===== src/design/bdc_pkg.sv =====
`timescale 1ns / 1ps
// ----------------------------------------------------------------------------
// bdc_pkg: shared types and constants for the button debounce click detector
// Event codes, result record, register indexes and reset defaults.
// ----------------------------------------------------------------------------
package bdc_pkg;

  // Default width of the elapsed-time counters.
  localparam int TIME_BITS_DEFAULT = 16;

  // Configuration port geometry.
  localparam int CFG_DATA_W  = 16;
  localparam int CFG_INDEX_W = 3;
  localparam int TICKS_W     = 16;
  localparam int REPEAT_W    = 4;

  // Result queue depth; one tick can produce two results.
  localparam int QUEUE_DEPTH = 4;
  localparam int QUEUE_PTR_W = $clog2(QUEUE_DEPTH);
  localparam int QUEUE_CNT_W = $clog2(QUEUE_DEPTH + 1);

  // Register indexes.
  localparam logic [CFG_INDEX_W-1:0] REG_ENABLE       = 3'd0;
  localparam logic [CFG_INDEX_W-1:0] REG_INVERT_LEVEL = 3'd1;
  localparam logic [CFG_INDEX_W-1:0] REG_DEBOUNCE     = 3'd2;
  localparam logic [CFG_INDEX_W-1:0] REG_CLICK_GAP    = 3'd3;
  localparam logic [CFG_INDEX_W-1:0] REG_LONG_PRESS   = 3'd4;
  localparam logic [CFG_INDEX_W-1:0] REG_LONGER_PRESS = 3'd5;
  localparam logic [CFG_INDEX_W-1:0] REG_MAX_REPEATS  = 3'd6;

  // Register reset values.
  localparam logic [TICKS_W-1:0]  DEBOUNCE_RESET     = 16'd20;
  localparam logic [TICKS_W-1:0]  CLICK_GAP_RESET    = 16'd300;
  localparam logic [TICKS_W-1:0]  LONG_PRESS_RESET   = 16'd500;
  localparam logic [TICKS_W-1:0]  LONGER_PRESS_RESET = 16'd2000;
  localparam logic [REPEAT_W-1:0] MAX_REPEATS_RESET  = 4'd0;

  // Event codes carried on the result channel.
  typedef enum logic [2:0] {
    EV_CLICK        = 3'd0,
    EV_LONG_START   = 3'd1,
    EV_LONG_STOP    = 3'd2,
    EV_LONGER_START = 3'd3,
    EV_LONGER_STOP  = 3'd4
  } event_code_t;

  // One result item.
  typedef struct packed {
    event_code_t         code;
    logic [REPEAT_W-1:0] repeats;
    logic                last;
  } result_t;

  // Queue status seen by the front end.
  typedef struct packed {
    logic has_room;
    logic not_empty;
  } queue_status_t;

endpackage


===== src/design/bdc_result_queue.sv =====
`timescale 1ns / 1ps
// ----------------------------------------------------------------------------
// bdc_result_queue: result queue for the click detector
// Takes up to two results per cycle and hands out one per transfer.
// ----------------------------------------------------------------------------
module bdc_result_queue (
  input  logic                   clk,
  input  logic                   rst,
  input  logic [1:0]             push_count,
  input  bdc_pkg::result_t       push_first,
  input  bdc_pkg::result_t       push_second,
  input  logic                   pop,
  output bdc_pkg::result_t       head,
  output bdc_pkg::queue_status_t status
);

  bdc_pkg::result_t                     mem [bdc_pkg::QUEUE_DEPTH];
  logic [bdc_pkg::QUEUE_PTR_W-1:0]      wr_ptr;
  logic [bdc_pkg::QUEUE_PTR_W-1:0]      rd_ptr;
  logic [bdc_pkg::QUEUE_CNT_W-1:0]      count;
  logic [bdc_pkg::QUEUE_PTR_W-1:0]      wr_ptr_second;

  assign wr_ptr_second = wr_ptr + bdc_pkg::QUEUE_PTR_W'(1);

  // Room for a full tick's worth of results.
  assign status.has_room  = (count <= bdc_pkg::QUEUE_CNT_W'(bdc_pkg::QUEUE_DEPTH - 2));
  assign status.not_empty = (count != '0);
  assign head             = mem[rd_ptr];

  // Pointers and fill count.
  always_ff @(posedge clk) begin
    if (rst) begin
      wr_ptr <= '0;
      rd_ptr <= '0;
      count  <= '0;
    end else begin
      wr_ptr <= wr_ptr + bdc_pkg::QUEUE_PTR_W'(push_count);
      rd_ptr <= rd_ptr + bdc_pkg::QUEUE_PTR_W'(pop);
      count  <= count + bdc_pkg::QUEUE_CNT_W'(push_count) - bdc_pkg::QUEUE_CNT_W'(pop);
    end
  end

  // Entry storage.
  always_ff @(posedge clk) begin
    if (push_count != 2'd0) begin
      mem[wr_ptr] <= push_first;
    end
    if (push_count == 2'd2) begin
      mem[wr_ptr_second] <= push_second;
    end
  end

endmodule


===== src/design/button_debounce_click_detector_core.sv =====
`timescale 1ns / 1ps
// ----------------------------------------------------------------------------
// button_debounce_click_detector_core: debounced button event detector
// Debounces a sampled pin and reports clicks, repeats and long presses.
// ----------------------------------------------------------------------------
// Usage:
//   Each input transfer (in_valid/in_ready) is one millisecond tick carrying
//   the sampled pin. The tick is processed in the cycle it is taken, so one
//   tick per cycle is accepted. Each tick yields zero, one or two results on
//   the output channel (out_valid/out_ready); its results are queued in the
//   cycle the tick is taken, and last_event marks the final result of a tick.
//   Ending a longer press gives long stop followed by longer stop.
//   Results wait in a four-entry queue. in_ready stays high while the queue
//   has room for two results, so a stalled receiver holds off new ticks only
//   once three or more results are waiting; the rate is then set by how fast
//   the receiver drains the queue.
//   Registers are written through cfg_write/cfg_index/cfg_data at any edge;
//   they take effect on the next tick. Reset (rst, synchronous) restores the
//   register defaults, clears the debouncer and sequence state and empties
//   the queue. With enable low the time counters keep running but no state
//   changes and no results appear.
// ----------------------------------------------------------------------------
module button_debounce_click_detector_core #(
  parameter int TIME_BITS = bdc_pkg::TIME_BITS_DEFAULT
) (
  input  logic                            clk,
  input  logic                            rst,
  input  logic                            cfg_write,
  input  logic [bdc_pkg::CFG_INDEX_W-1:0] cfg_index,
  input  logic [bdc_pkg::CFG_DATA_W-1:0]  cfg_data,
  input  logic                            in_valid,
  output logic                            in_ready,
  input  logic                            pin_level,
  output logic                            out_valid,
  input  logic                            out_ready,
  output logic [2:0]                      event_code,
  output logic [3:0]                      repeat_count,
  output logic                            last_event
);

  localparam int CMP_W = (TIME_BITS > bdc_pkg::TICKS_W) ? TIME_BITS : bdc_pkg::TICKS_W;

  typedef enum logic [2:0] {
    PH_IDLE     = 3'd0,
    PH_PRESSED  = 3'd1,
    PH_LONG     = 3'd2,
    PH_LONGER   = 3'd3,
    PH_RELEASED = 3'd4
  } phase_t;

  // Configuration registers.
  logic                            enable;
  logic                            invert_level;
  logic [bdc_pkg::TICKS_W-1:0]     debounce_ticks;
  logic [bdc_pkg::TICKS_W-1:0]     click_gap_ticks;
  logic [bdc_pkg::TICKS_W-1:0]     long_press_ticks;
  logic [bdc_pkg::TICKS_W-1:0]     longer_press_ticks;
  logic [bdc_pkg::REPEAT_W-1:0]    max_repeats;

  // Tick state.
  logic                            debounce_busy, debounce_busy_next;
  logic [TIME_BITS-1:0]            debounce_elapsed, debounce_elapsed_next;
  logic                            candidate_level, candidate_level_next;
  logic                            stable_level, stable_level_next;
  logic                            edge_pending, edge_pending_next;
  logic                            edge_press, edge_press_next;
  logic [TIME_BITS-1:0]            since_edge, since_edge_next;
  phase_t                          phase, phase_next;
  logic [bdc_pkg::REPEAT_W-1:0]    click_repeats, click_repeats_next;

  logic                            level;
  logic                            accept;
  logic [1:0]                      result_count;
  bdc_pkg::event_code_t            first_code, second_code;
  bdc_pkg::result_t                first_result, second_result;
  bdc_pkg::result_t                head;
  bdc_pkg::queue_status_t          queue_status;

  assign accept   = in_valid && in_ready;
  assign in_ready = queue_status.has_room;
  assign level    = pin_level ^ invert_level;

  // Configuration writes; unused indexes are ignored.
  always_ff @(posedge clk) begin
    if (rst) begin
      enable             <= 1'b0;
      invert_level       <= 1'b0;
      debounce_ticks     <= bdc_pkg::DEBOUNCE_RESET;
      click_gap_ticks    <= bdc_pkg::CLICK_GAP_RESET;
      long_press_ticks   <= bdc_pkg::LONG_PRESS_RESET;
      longer_press_ticks <= bdc_pkg::LONGER_PRESS_RESET;
      max_repeats        <= bdc_pkg::MAX_REPEATS_RESET;
    end else if (cfg_write) begin
      case (cfg_index)
        bdc_pkg::REG_ENABLE:       enable             <= cfg_data[0];
        bdc_pkg::REG_INVERT_LEVEL: invert_level       <= cfg_data[0];
        bdc_pkg::REG_DEBOUNCE:     debounce_ticks     <= cfg_data;
        bdc_pkg::REG_CLICK_GAP:    click_gap_ticks    <= cfg_data;
        bdc_pkg::REG_LONG_PRESS:   long_press_ticks   <= cfg_data;
        bdc_pkg::REG_LONGER_PRESS: longer_press_ticks <= cfg_data;
        bdc_pkg::REG_MAX_REPEATS:  max_repeats        <= cfg_data[bdc_pkg::REPEAT_W-1:0];
        default: ;
      endcase
    end
  end

  // Debouncer followed by the press-sequence machine for one tick.
  always_comb begin
    since_edge_next       = (since_edge == '1) ? since_edge
                                               : since_edge + TIME_BITS'(1);
    debounce_elapsed_next = debounce_elapsed;
    if (debounce_busy && (debounce_elapsed != '1)) begin
      debounce_elapsed_next = debounce_elapsed + TIME_BITS'(1);
    end
    debounce_busy_next   = debounce_busy;
    candidate_level_next = candidate_level;
    stable_level_next    = stable_level;
    edge_pending_next    = edge_pending;
    edge_press_next      = edge_press;
    phase_next           = phase;
    click_repeats_next   = click_repeats;
    result_count         = 2'd0;
    first_code           = bdc_pkg::EV_CLICK;
    second_code          = bdc_pkg::EV_CLICK;

    if (enable) begin
      // Debouncer: a new level must hold for the debounce time.
      if (!debounce_busy) begin
        if (level != stable_level) begin
          debounce_busy_next    = 1'b1;
          debounce_elapsed_next = '0;
          candidate_level_next  = level;
        end
      end else if (level == candidate_level) begin
        if (CMP_W'(debounce_elapsed_next) >= CMP_W'(debounce_ticks)) begin
          stable_level_next  = candidate_level;
          since_edge_next    = '0;
          if (candidate_level != stable_level) begin
            edge_pending_next = 1'b1;
            edge_press_next   = candidate_level;
          end
          debounce_busy_next = 1'b0;
        end
      end else begin
        debounce_busy_next = 1'b0;
      end

      // Sequence machine sees the edge and timer left by the debouncer.
      unique case (phase)
        PH_IDLE: begin
          if (edge_pending_next && edge_press_next) begin
            edge_pending_next = 1'b0;
            phase_next        = PH_PRESSED;
          end
        end
        PH_PRESSED: begin
          if (edge_pending_next && !edge_press_next) begin
            edge_pending_next = 1'b0;
            phase_next        = PH_RELEASED;
          end else if (CMP_W'(since_edge_next) > CMP_W'(long_press_ticks)) begin
            result_count = 2'd1;
            first_code   = bdc_pkg::EV_LONG_START;
            phase_next   = PH_LONG;
          end
        end
        PH_LONG: begin
          if (edge_pending_next) begin
            result_count       = 2'd1;
            first_code         = bdc_pkg::EV_LONG_STOP;
            edge_pending_next  = 1'b0;
            phase_next         = PH_IDLE;
            click_repeats_next = '0;
          end else if (CMP_W'(since_edge_next) > CMP_W'(longer_press_ticks)) begin
            result_count = 2'd1;
            first_code   = bdc_pkg::EV_LONGER_START;
            phase_next   = PH_LONGER;
          end
        end
        PH_LONGER: begin
          if (edge_pending_next) begin
            result_count       = 2'd2;
            first_code         = bdc_pkg::EV_LONG_STOP;
            second_code        = bdc_pkg::EV_LONGER_STOP;
            edge_pending_next  = 1'b0;
            phase_next         = PH_IDLE;
            click_repeats_next = '0;
          end
        end
        PH_RELEASED: begin
          if (edge_pending_next && edge_press_next) begin
            edge_pending_next = 1'b0;
            if (click_repeats < max_repeats) begin
              phase_next         = PH_PRESSED;
              click_repeats_next = click_repeats + bdc_pkg::REPEAT_W'(1);
            end else begin
              result_count       = 2'd1;
              first_code         = bdc_pkg::EV_CLICK;
              phase_next         = PH_IDLE;
              click_repeats_next = '0;
            end
          end else if (CMP_W'(since_edge_next) > CMP_W'(click_gap_ticks)) begin
            result_count       = 2'd1;
            first_code         = bdc_pkg::EV_CLICK;
            phase_next         = PH_IDLE;
            click_repeats_next = '0;
          end
        end
        default: begin
          phase_next = PH_IDLE;
        end
      endcase
    end
  end

  // Results carry the repeat count held when they fire.
  always_comb begin
    first_result.code     = first_code;
    first_result.repeats  = click_repeats;
    first_result.last     = (result_count == 2'd1);
    second_result.code    = second_code;
    second_result.repeats = click_repeats;
    second_result.last    = 1'b1;
  end

  // Tick state register.
  always_ff @(posedge clk) begin
    if (rst) begin
      debounce_busy    <= 1'b0;
      debounce_elapsed <= '0;
      candidate_level  <= 1'b0;
      stable_level     <= 1'b0;
      edge_pending     <= 1'b0;
      edge_press       <= 1'b0;
      since_edge       <= '0;
      phase            <= PH_IDLE;
      click_repeats    <= '0;
    end else if (accept) begin
      debounce_busy    <= debounce_busy_next;
      debounce_elapsed <= debounce_elapsed_next;
      candidate_level  <= candidate_level_next;
      stable_level     <= stable_level_next;
      edge_pending     <= edge_pending_next;
      edge_press       <= edge_press_next;
      since_edge       <= since_edge_next;
      phase            <= phase_next;
      click_repeats    <= click_repeats_next;
    end
  end

  // Output queue.
  bdc_result_queue u_queue (
    .clk         (clk),
    .rst         (rst),
    .push_count  (accept ? result_count : 2'd0),
    .push_first  (first_result),
    .push_second (second_result),
    .pop         (out_valid && out_ready),
    .head        (head),
    .status      (queue_status)
  );

  assign out_valid    = queue_status.not_empty;
  assign event_code   = head.code;
  assign repeat_count = head.repeats;
  assign last_event   = head.last;

endmodule


===== config.mk =====
export PLATFORM = sky130hd
export DESIGN_NAME = button_debounce_click_detector_core
export DESIGN_NICKNAME = d
export VERILOG_FILES = /design/src/design/bdc_pkg.sv /design/src/design/bdc_result_queue.sv /design/src/design/button_debounce_click_detector_core.sv
export SDC_FILE = /design/constraint.sdc
export NUM_CORES = 1
export LEC_CHECK = 0
export BUFFER_PORTS_ARGS = -buffer_cell sky130_fd_sc_hd__buf_2
export CORE_MARGIN = 5
export CORE_UTILIZATION = 47
export CTS_CLUSTER_DIAMETER = 60
export CTS_CLUSTER_SIZE = 30
export DETAILED_ROUTE_END_ITERATION = 8
export PLACE_DENSITY_LB_ADDON = 0.05
export SLEW_MARGIN = 5
export SYNTH_ARGS = -nofsm -noshare
export SYNTH_HDL_FRONTEND = slang
export SYNTH_SLANG_ARGS = --single-unit

===== constraint.sdc =====
create_clock -name clk -period 8.09 [get_ports clk]
set_clock_uncertainty 0.15 [all_clocks]
set_input_delay 0 -clock clk [delete_from_list [all_inputs] [get_ports clk]]
set_output_delay 0 -clock clk [all_outputs]
set_load 0.005 [all_outputs]

# Word level (Yosys, flattened, before mapping)
# Memories as Yosys holds them, arrays and structs flattened. A register that Yosys moved wholly into a read port is not among the register bits.
# Index checks and enable logic that the tools add are counted.
totals:
  ff_bits: 121
  mem_bits_rw: 32
  input_bits: 25
  output_inout_bits: 10
  wordCells: 152
  n_memories: 1
classes:
  add_sub_neg: 8
  order_cmp: 6
  n_eq_ne: 23
  mux: 68
  bitwise_logic: 2
  reduce_logical: 25
mem_list:
  columns: ["name", "words", "word_bits", "rd", "rd_clocked_by_memory_dff", "wr", "line_no", "rtl"]
  rows:
  - ["u_queue.mem", 4, 8, 1, 1, 2, "bdc_result_queue.sv:17", "bdc_pkg::result_t mem [bdc_pkg::QUEUE_DEPTH];"]
op_table:
  columns: ["op", "n"]
  rows:
  - ["16-bit 2-to-1 mux", 10]
  - ["16-bit greater-than comparator", 3]
  - ["3-bit 2-to-1 mux", 11]
  - ["16-bit by 1-bit adder with 16-bit output (second input constant)", 2]
  - ["1-bit 2-to-1 mux", 29]
  - ["2-bit 2-to-1 mux", 9]
  - ["16-bit == test (second input constant)", 1]
  - ["16-bit greater-or-equal comparator", 1]
  - ["4-bit 2-to-1 mux", 4]
  - ["16-bit inequality test (second input constant)", 1]
  - ["2-bit AND reduction", 8]
  - ["3-bit one-hot mux with 5 select lines", 1]
  - ["3-bit by 2-bit == test with 1-bit output (second input constant)", 4]
  - ["3-bit == test (second input constant)", 4]
  - ["5-bit AND reduction", 2]
  - ["3-bit inequality test (second input constant)", 3]
  - ["2-bit one-hot mux with 4 select lines", 1]
  - ["4-bit one-hot mux with 2 select lines", 1]
  - ["7-bit AND reduction", 1]
  - ["3-bit by 1-bit == test with 1-bit output (second input constant)", 2]
  - ["3-bit logical NOT", 2]
  - ["2-bit one-hot mux with 3 select lines", 1]
  - ["1-bit logical AND", 5]
  - ["4-bit by 1-bit adder with 4-bit output (second input constant)", 1]
  - ["other kinds (21)", 25]

# Depth between registers and ports, before layout
logic_depth:
  word_depth: 17
  ltp_mapped: 34
  depth_no_buf: 30

# Hierarchy
# From an unflattened synthesis, not the netlist that was laid out.
unflattened:
  hier_cells: 1088
  hier_area_um2: 9230.1
modules_own_cells:
  columns: ["module", "instances", "cells_per_inst", "area_per_inst_um2", "seq_area_each_um2"]
  rows:
  - ["button_debounce_click_detector_core", 1, 967, 7247.0, 2282.2]
  - ["bdc_result_queue", 1, 121, 1983.2, 1101.1]

# Least setup slack after synthesis
# OpenSTA, ideal clock, no wires.
synth_path:
  kind: "flip-flop to flip-flop"
  start: "reg debounce_elapsed[4]"
  end: "reg u_queue.count[2] (netlist bit)"
  setup_time_ps: 128
  arrival_time_ps: 6806
  required_ps: 7812
  path_slack_ps: 1006
  stages_incl_launch_ff: 35
  path_buffers: 4
  period_less_slack_ps: 7084
  path_cell_list: "dfxtp_1 > clkbuf_1 > and4_1 > nand4_1 > o41ai_2 > nor2_1 > nand3_1 > inv_1 > and2_1 > xor2_1 > ha_1 > nand4_1 > nor4_2 > a32oi_1 > a21oi_2 > buf_4 > clkbuf_1 > nor2_1 > ha_1 > a2111oi_0 > o21ai_1 > a221o_1 > o32a_1 > a21oi_1 > or3b_1 > and4_1 > buf_2 > ha_1 > inv_1 > ha_1 > inv_1 > fa_1 > xnor2_1 > xnor2_1 > nor2_1"
synth_between:
  elab_chain_cells: 16
  word_cells_on_any_way: 35
  classes_between: "add/sub (3); order compare (4); eq/ne (1); mux (23); reduce/logical (4)"
synth_rtl:
  columns: ["item", "line_no", "rtl"]
  rows:
  - ["start, declared", "button_debounce_click_detector_core.sv:62", "logic [TIME_BITS-1:0] debounce_elapsed, debounce_elapsed_next;"]
  - ["start signal, assigned", "button_debounce_click_detector_core.sv:239", "debounce_elapsed <= debounce_elapsed_next;"]
  - ["parallel branches: the longest is 2 deep, another holds 16-bit by 1-bit adder with 16-bit output", null, null]
  - ["16-bit 2-to-1 mux (*)", "button_debounce_click_detector_core.sv:112", "if (debounce_busy && (debounce_elapsed != '1)) begin"]
  - ["16-bit greater-or-equal comparator (*)", "button_debounce_click_detector_core.sv:135", "if (CMP_W'(debounce_elapsed_next) >= CMP_W'(debounce_ticks)) begin"]
  - ["16-bit 2-to-1 mux / 1-bit 2-to-1 mux (equally long branches)", "button_debounce_click_detector_core.sv:135", null]
  - ["16-bit 2-to-1 mux / 1-bit 2-to-1 mux (equally long branches)", "button_debounce_click_detector_core.sv:134", "end else if (level == candidate_level) begin"]
  - ["16-bit 2-to-1 mux / 1-bit 2-to-1 mux (equally long branches)", "button_debounce_click_detector_core.sv:128", "if (!debounce_busy) begin"]
  - ["16-bit 2-to-1 mux / 1-bit 2-to-1 mux (equally long branches)", "button_debounce_click_detector_core.sv:126", "if (enable) begin"]
  - ["16-bit greater-than comparator (tied with other cells)", "button_debounce_click_detector_core.sv:201", "end else if (CMP_W'(since_edge_next) > CMP_W'(click_gap_ticks)) begin"]
  - ["1-bit 2-to-1 mux (tied with other cells)", "button_debounce_click_detector_core.sv:201", null]
  - ["2-bit 2-to-1 mux (tied with other cells)", "button_debounce_click_detector_core.sv:190", "if (edge_pending_next && edge_press_next) begin"]
  - ["2-bit one-hot mux with 4 select lines (*)", "button_debounce_click_detector_core.sv:149", "unique case (phase)"]
  - ["2-bit 2-to-1 mux (*)", "button_debounce_click_detector_core.sv:126", null]
  - ["2-bit 2-to-1 mux (*)", "button_debounce_click_detector_core.sv:254", ".push_count (accept ? result_count : 2'd0),"]
  - ["3-bit by 2-bit adder with 3-bit output (*)", "bdc_result_queue.sv:39", "count <= count + bdc_pkg::QUEUE_CNT_W'(push_count) - bdc_pkg::QUEUE_CNT_W'(pop);"]
  - ["3-bit by 1-bit subtractor with 3-bit output (*)", "bdc_result_queue.sv:39", null]
  - ["end signal, assigned", "bdc_result_queue.sv:39", null]
  - ["end, declared", "bdc_result_queue.sv:20", "logic [bdc_pkg::QUEUE_CNT_W-1:0] count;"]
# Mark *: on every way between the ends. The select of a mux whose other input is x is not followed.
# A chain may end at the register's enable or synchronous reset.

# Worst setup path in the final report
# Same ends and word-level chain as after synthesis.

==> summary.txt <==
Outcome
  • Status: finished clean

Synthesis
  • Mapped Nets: 1197
  • Mapped cell area: 9000 um2
  • Ys Warns: 0
  • Async set-reset flop share out of synthesis: 0
  • Main synth FF type: dfxtp_1
  • Syn_area_per_cell: 8.19 um2
  • Post-synth EDFFs: 20
  • Cells after Synth: about 1100
  • Part of the Yosys area used for sequential elements: 0.363
  • Synth Register Bits: 153
  • Unique masters post-synth: 80

Pwr
  • P_int: 0.00136 W
  • Pwr/cell area: between 150 and 200 nW/um2
  • Sw frac: 0.270
  • Sequential share of power: 0.438
  • Clk pwr share: 0.436
  • Leak pwr: 4.01 nW
  • Peak VDD IR: 141 uV
  • Gate power share: 0.126
  • Switching pwr: around 0.0005 W

Hold path
  • Cells on Worst Hold Path: 5
  • Hold path start: pin_level
  • Hold Path Class: input pin to register
  • WHS Endpoint: debounce_busy

CTS
  • Num CTS Buffers: 17
  • H-tree levels: 4
  • CTS max path bufs: 2
  • CTS tree: built
  • Clk_lat worst skew: 0.43 ns
  • TritonCTS Sinks: 153
  • CTS root buf: clkbuf_16
  • CTS clock-pin slew for the worst setup and hold paths: 0.07 ns

STA
  • Fin. Hold Viols: 0
  • Min Clock Period, post-route: 7.46 ns
  • Setup TNS: 0 ns
  • Max Transition Viols Final: 0
  • Slew @ Worst Pin: 1.05 ns
  • Final setup vio count: 0
  • WHS: around 0.02 ns
  • Peak Freq: 134 MHz
  • RSZ-0062 raised after global routing: false
  • Fin crit share: 0.922
  • Relative slew slack: 0.300
  • Worst Setup Slack, final: 0.633 ns

Critical path
  • CP startpoint kind: register
  • Worst r2r path cells: 30
  • RR Endpoint: u_queue.count[2]
  • Reg2reg setup slack: 0.63 ns
  • Worst setup EP type: register
  • WS Path Type: register to register
  • CP peak stage delay: 0.46 ns
  • Most frequent CP cell: ha_1
  • WP buf/inv: 3
  • Worst-path maximum fanout: 7
  • Delay-heaviest family, CP: compound AO/OA/AOI/OAI gates
  • CP max-delay cell: o41ai_4
  • RR Startpoint: debounce_elapsed[4]
  • Worst Path Arrival: roughly 7.6 ns
  • Worst EP required: 8.23 ns

Cells and area
  • Area of the multi-input gates: 5210 um2
  • Share of cells above drive strength 1: 0.0942
  • Fillers: 1824
  • Sequential Area: 3260 um2
  • Antenna fix cells: 0
  • Nets: 1232
  • Most frequent cells in the layout: nand2_1 (170), dfxtp_1 (133), a21oi_1 (100), nor2_1 (93), inv_1 (91)
  • Area grow syn2layout: 13.3%
  • Most common cell after layout, fill and taps aside: nand2_1

Placed design
  • DP Worst Slack: 0.419 ns
  • Final HPWL DP: 17200 um
  • IO buf count: 34
  • Placer Congestion: approximately 0.9

GRT
  • Vias in the first global route: 7151
  • Busiest grt layer: met2
  • Largest net degree at the start of global routing: 55
  • Gr usage total: 0.216
  • Initial antenna violation count: 0
  • GR Util met3: 0.0289
  • Congestion Overflow GR: 0
  • GR Util met1: 0.294
  • Met2 Use GR: 0.366
  • First-pass GRT wire length: between 30000 and 40000 um

Drt
  • WL per Instance: about 17 um
  • DR DRC count: 0
  • Total number of vias: 7563
  • DR iter-0 viols: about 500
  • Routed WL: 23500 um
  • Vias/cell: 5.48
  • Antenna Nets Post-Route: 0
  • Pre-antenna DRT Iters: 7

Die
  • Core area: 18800 um2
  • Chip Width: 148 um
  • I/O pin count: 35
  • Initial Utilization: 0.480
  • Row Count: 50
  • Die footprint: approximately 22000 um2
  • Die Ht: 148 um

Flow run
  • Max-cap violations: 0
[per-stage QoR]
stage                     power (W)  instances  utilization  area, um2
after global routing        0.00195       1381        0.543      10200
after detailed placement    0.00106       1323        0.496       9310
after CTS                   0.00188       1381        0.542      10200
after global placement      0.00106       1323        0.496       9310
after floorplan            0.000987       1099            -       9000
final                       0.00187       1381        0.543      10200
[cells by family after synthesis]
family,after synthesis,share of synthesized area
compound gates,250,0.180
xor+xnor,35,0.0377
fa+ha+maj,73,0.102
buf+inv,144,0.0628
flops,153,0.363
mux,20,0.0336
simple gates,424,0.221
[sequential cells by signal, indices dropped and copies added, names as in the netlist, 3 cells and up]
signal and cells:
u_queue.mem 32, click_gap_ticks 16, debounce_elapsed 16, debounce_ticks 16, long_press_ticks 16, longer_press_ticks 16, since_edge 16, click_repeats 4
max_repeats 4, phase 3, u_queue.count 3
[worst max path at each step]
stage / end / startpoint / slack [ns] / cells past startpoint
4_1_cts: u_queue.count[2] / debounce_elapsed[4] / 0.33 / 31
6_report: u_queue.count[2] / debounce_elapsed[4] / 0.63 / 30
3_3_place_gp: u_queue.count[2] / debounce_elapsed[4] / 0.63 / 31
3_5_place_dp: u_queue.count[2] / debounce_elapsed[4] / 0.42 / 31
2_1_floorplan: u_queue.count[2] / debounce_elapsed[4] / 1.01 / 34
5_1_grt: u_queue.count[2] / debounce_elapsed[4] / 0.01 / 30
[cell type report]
cell class	count	share of cell area
clock inverter	11	0.0134
multi-input combinational	802	0.511
sequential	153	0.320
timing repair buffer	67	0.0476
clock buffer	21	0.0452
tap	234	0.0287
inverter	93	0.0342
[routing by layer]
| layer | vias up | routed length (um) |
|---|---|---|
| li1 | 3920 | - |
| met1 | 3495 | 11300 |
| met2 | 128 | 11100 |
| met3 | 20 | 704 |
| met4 | 0 | 310 |
| met5 | - | 0 |
[worst min-delay path, cell delays in order]
cell and delay, ns:
buf_2 0.12, xor2_1 0.13, xor2_1 0.17, nand2_1 0.06
a21oi_1 0.05
[power by group through the flow]
| stage | combinational [W] | clock (W) | sequential (W) |
|---|---|---|---|
| after floorplan | 0.000171 | 0 | 0.000816 |
| after global placement | 0.000226 | 0 | 0.000836 |
| after detailed placement | 0.000226 | 0 | 0.000836 |
| after CTS | 0.000236 | 0.000827 | 0.000819 |
| after global routing | 0.000265 | 0.000859 | 0.000822 |
| final | 0.000235 | 0.000814 | 0.000817 |
[cells in the mapped netlist, drive strengths merged, types with 4 or more instances]
cell type  instances  area (um2)
a21oi            101         509
nand4             19         134
xor2              14         141
nand3             32         160
a211oi             9        72.6
a22o               8        70.1
a2111oi            4        41.3
o21ai             48         240
dfxtp            133        2660
mux2i             10         100
nor2b             10        62.6
or3                8        50.1
and2              20         125
o211ai            22         170
and3              15        93.8
a22oi              4        35.0
buf                9        56.3
inv               93         349
nand2            170         638
nor4              10        83.8
o31ai              4        35.0
clkbuf            42         160
nand2b             9        56.3
nor2              93         349
xnor2             20         175
nor3              21         105
a21o               8        60.1
o21a               6        45.0
ha                72         901
edfxtp            20         601
or2                7        46.3
mux4               8         180
[repair_timing]
item	4_1_cts	5_1_grt
hold endpoints to repair	91	0
hold buffers	26	0
setup buffers	0	0
resized for setup	0	4
endpoints found under the setup margin	0	7
(Power assumes the default switching activity.)
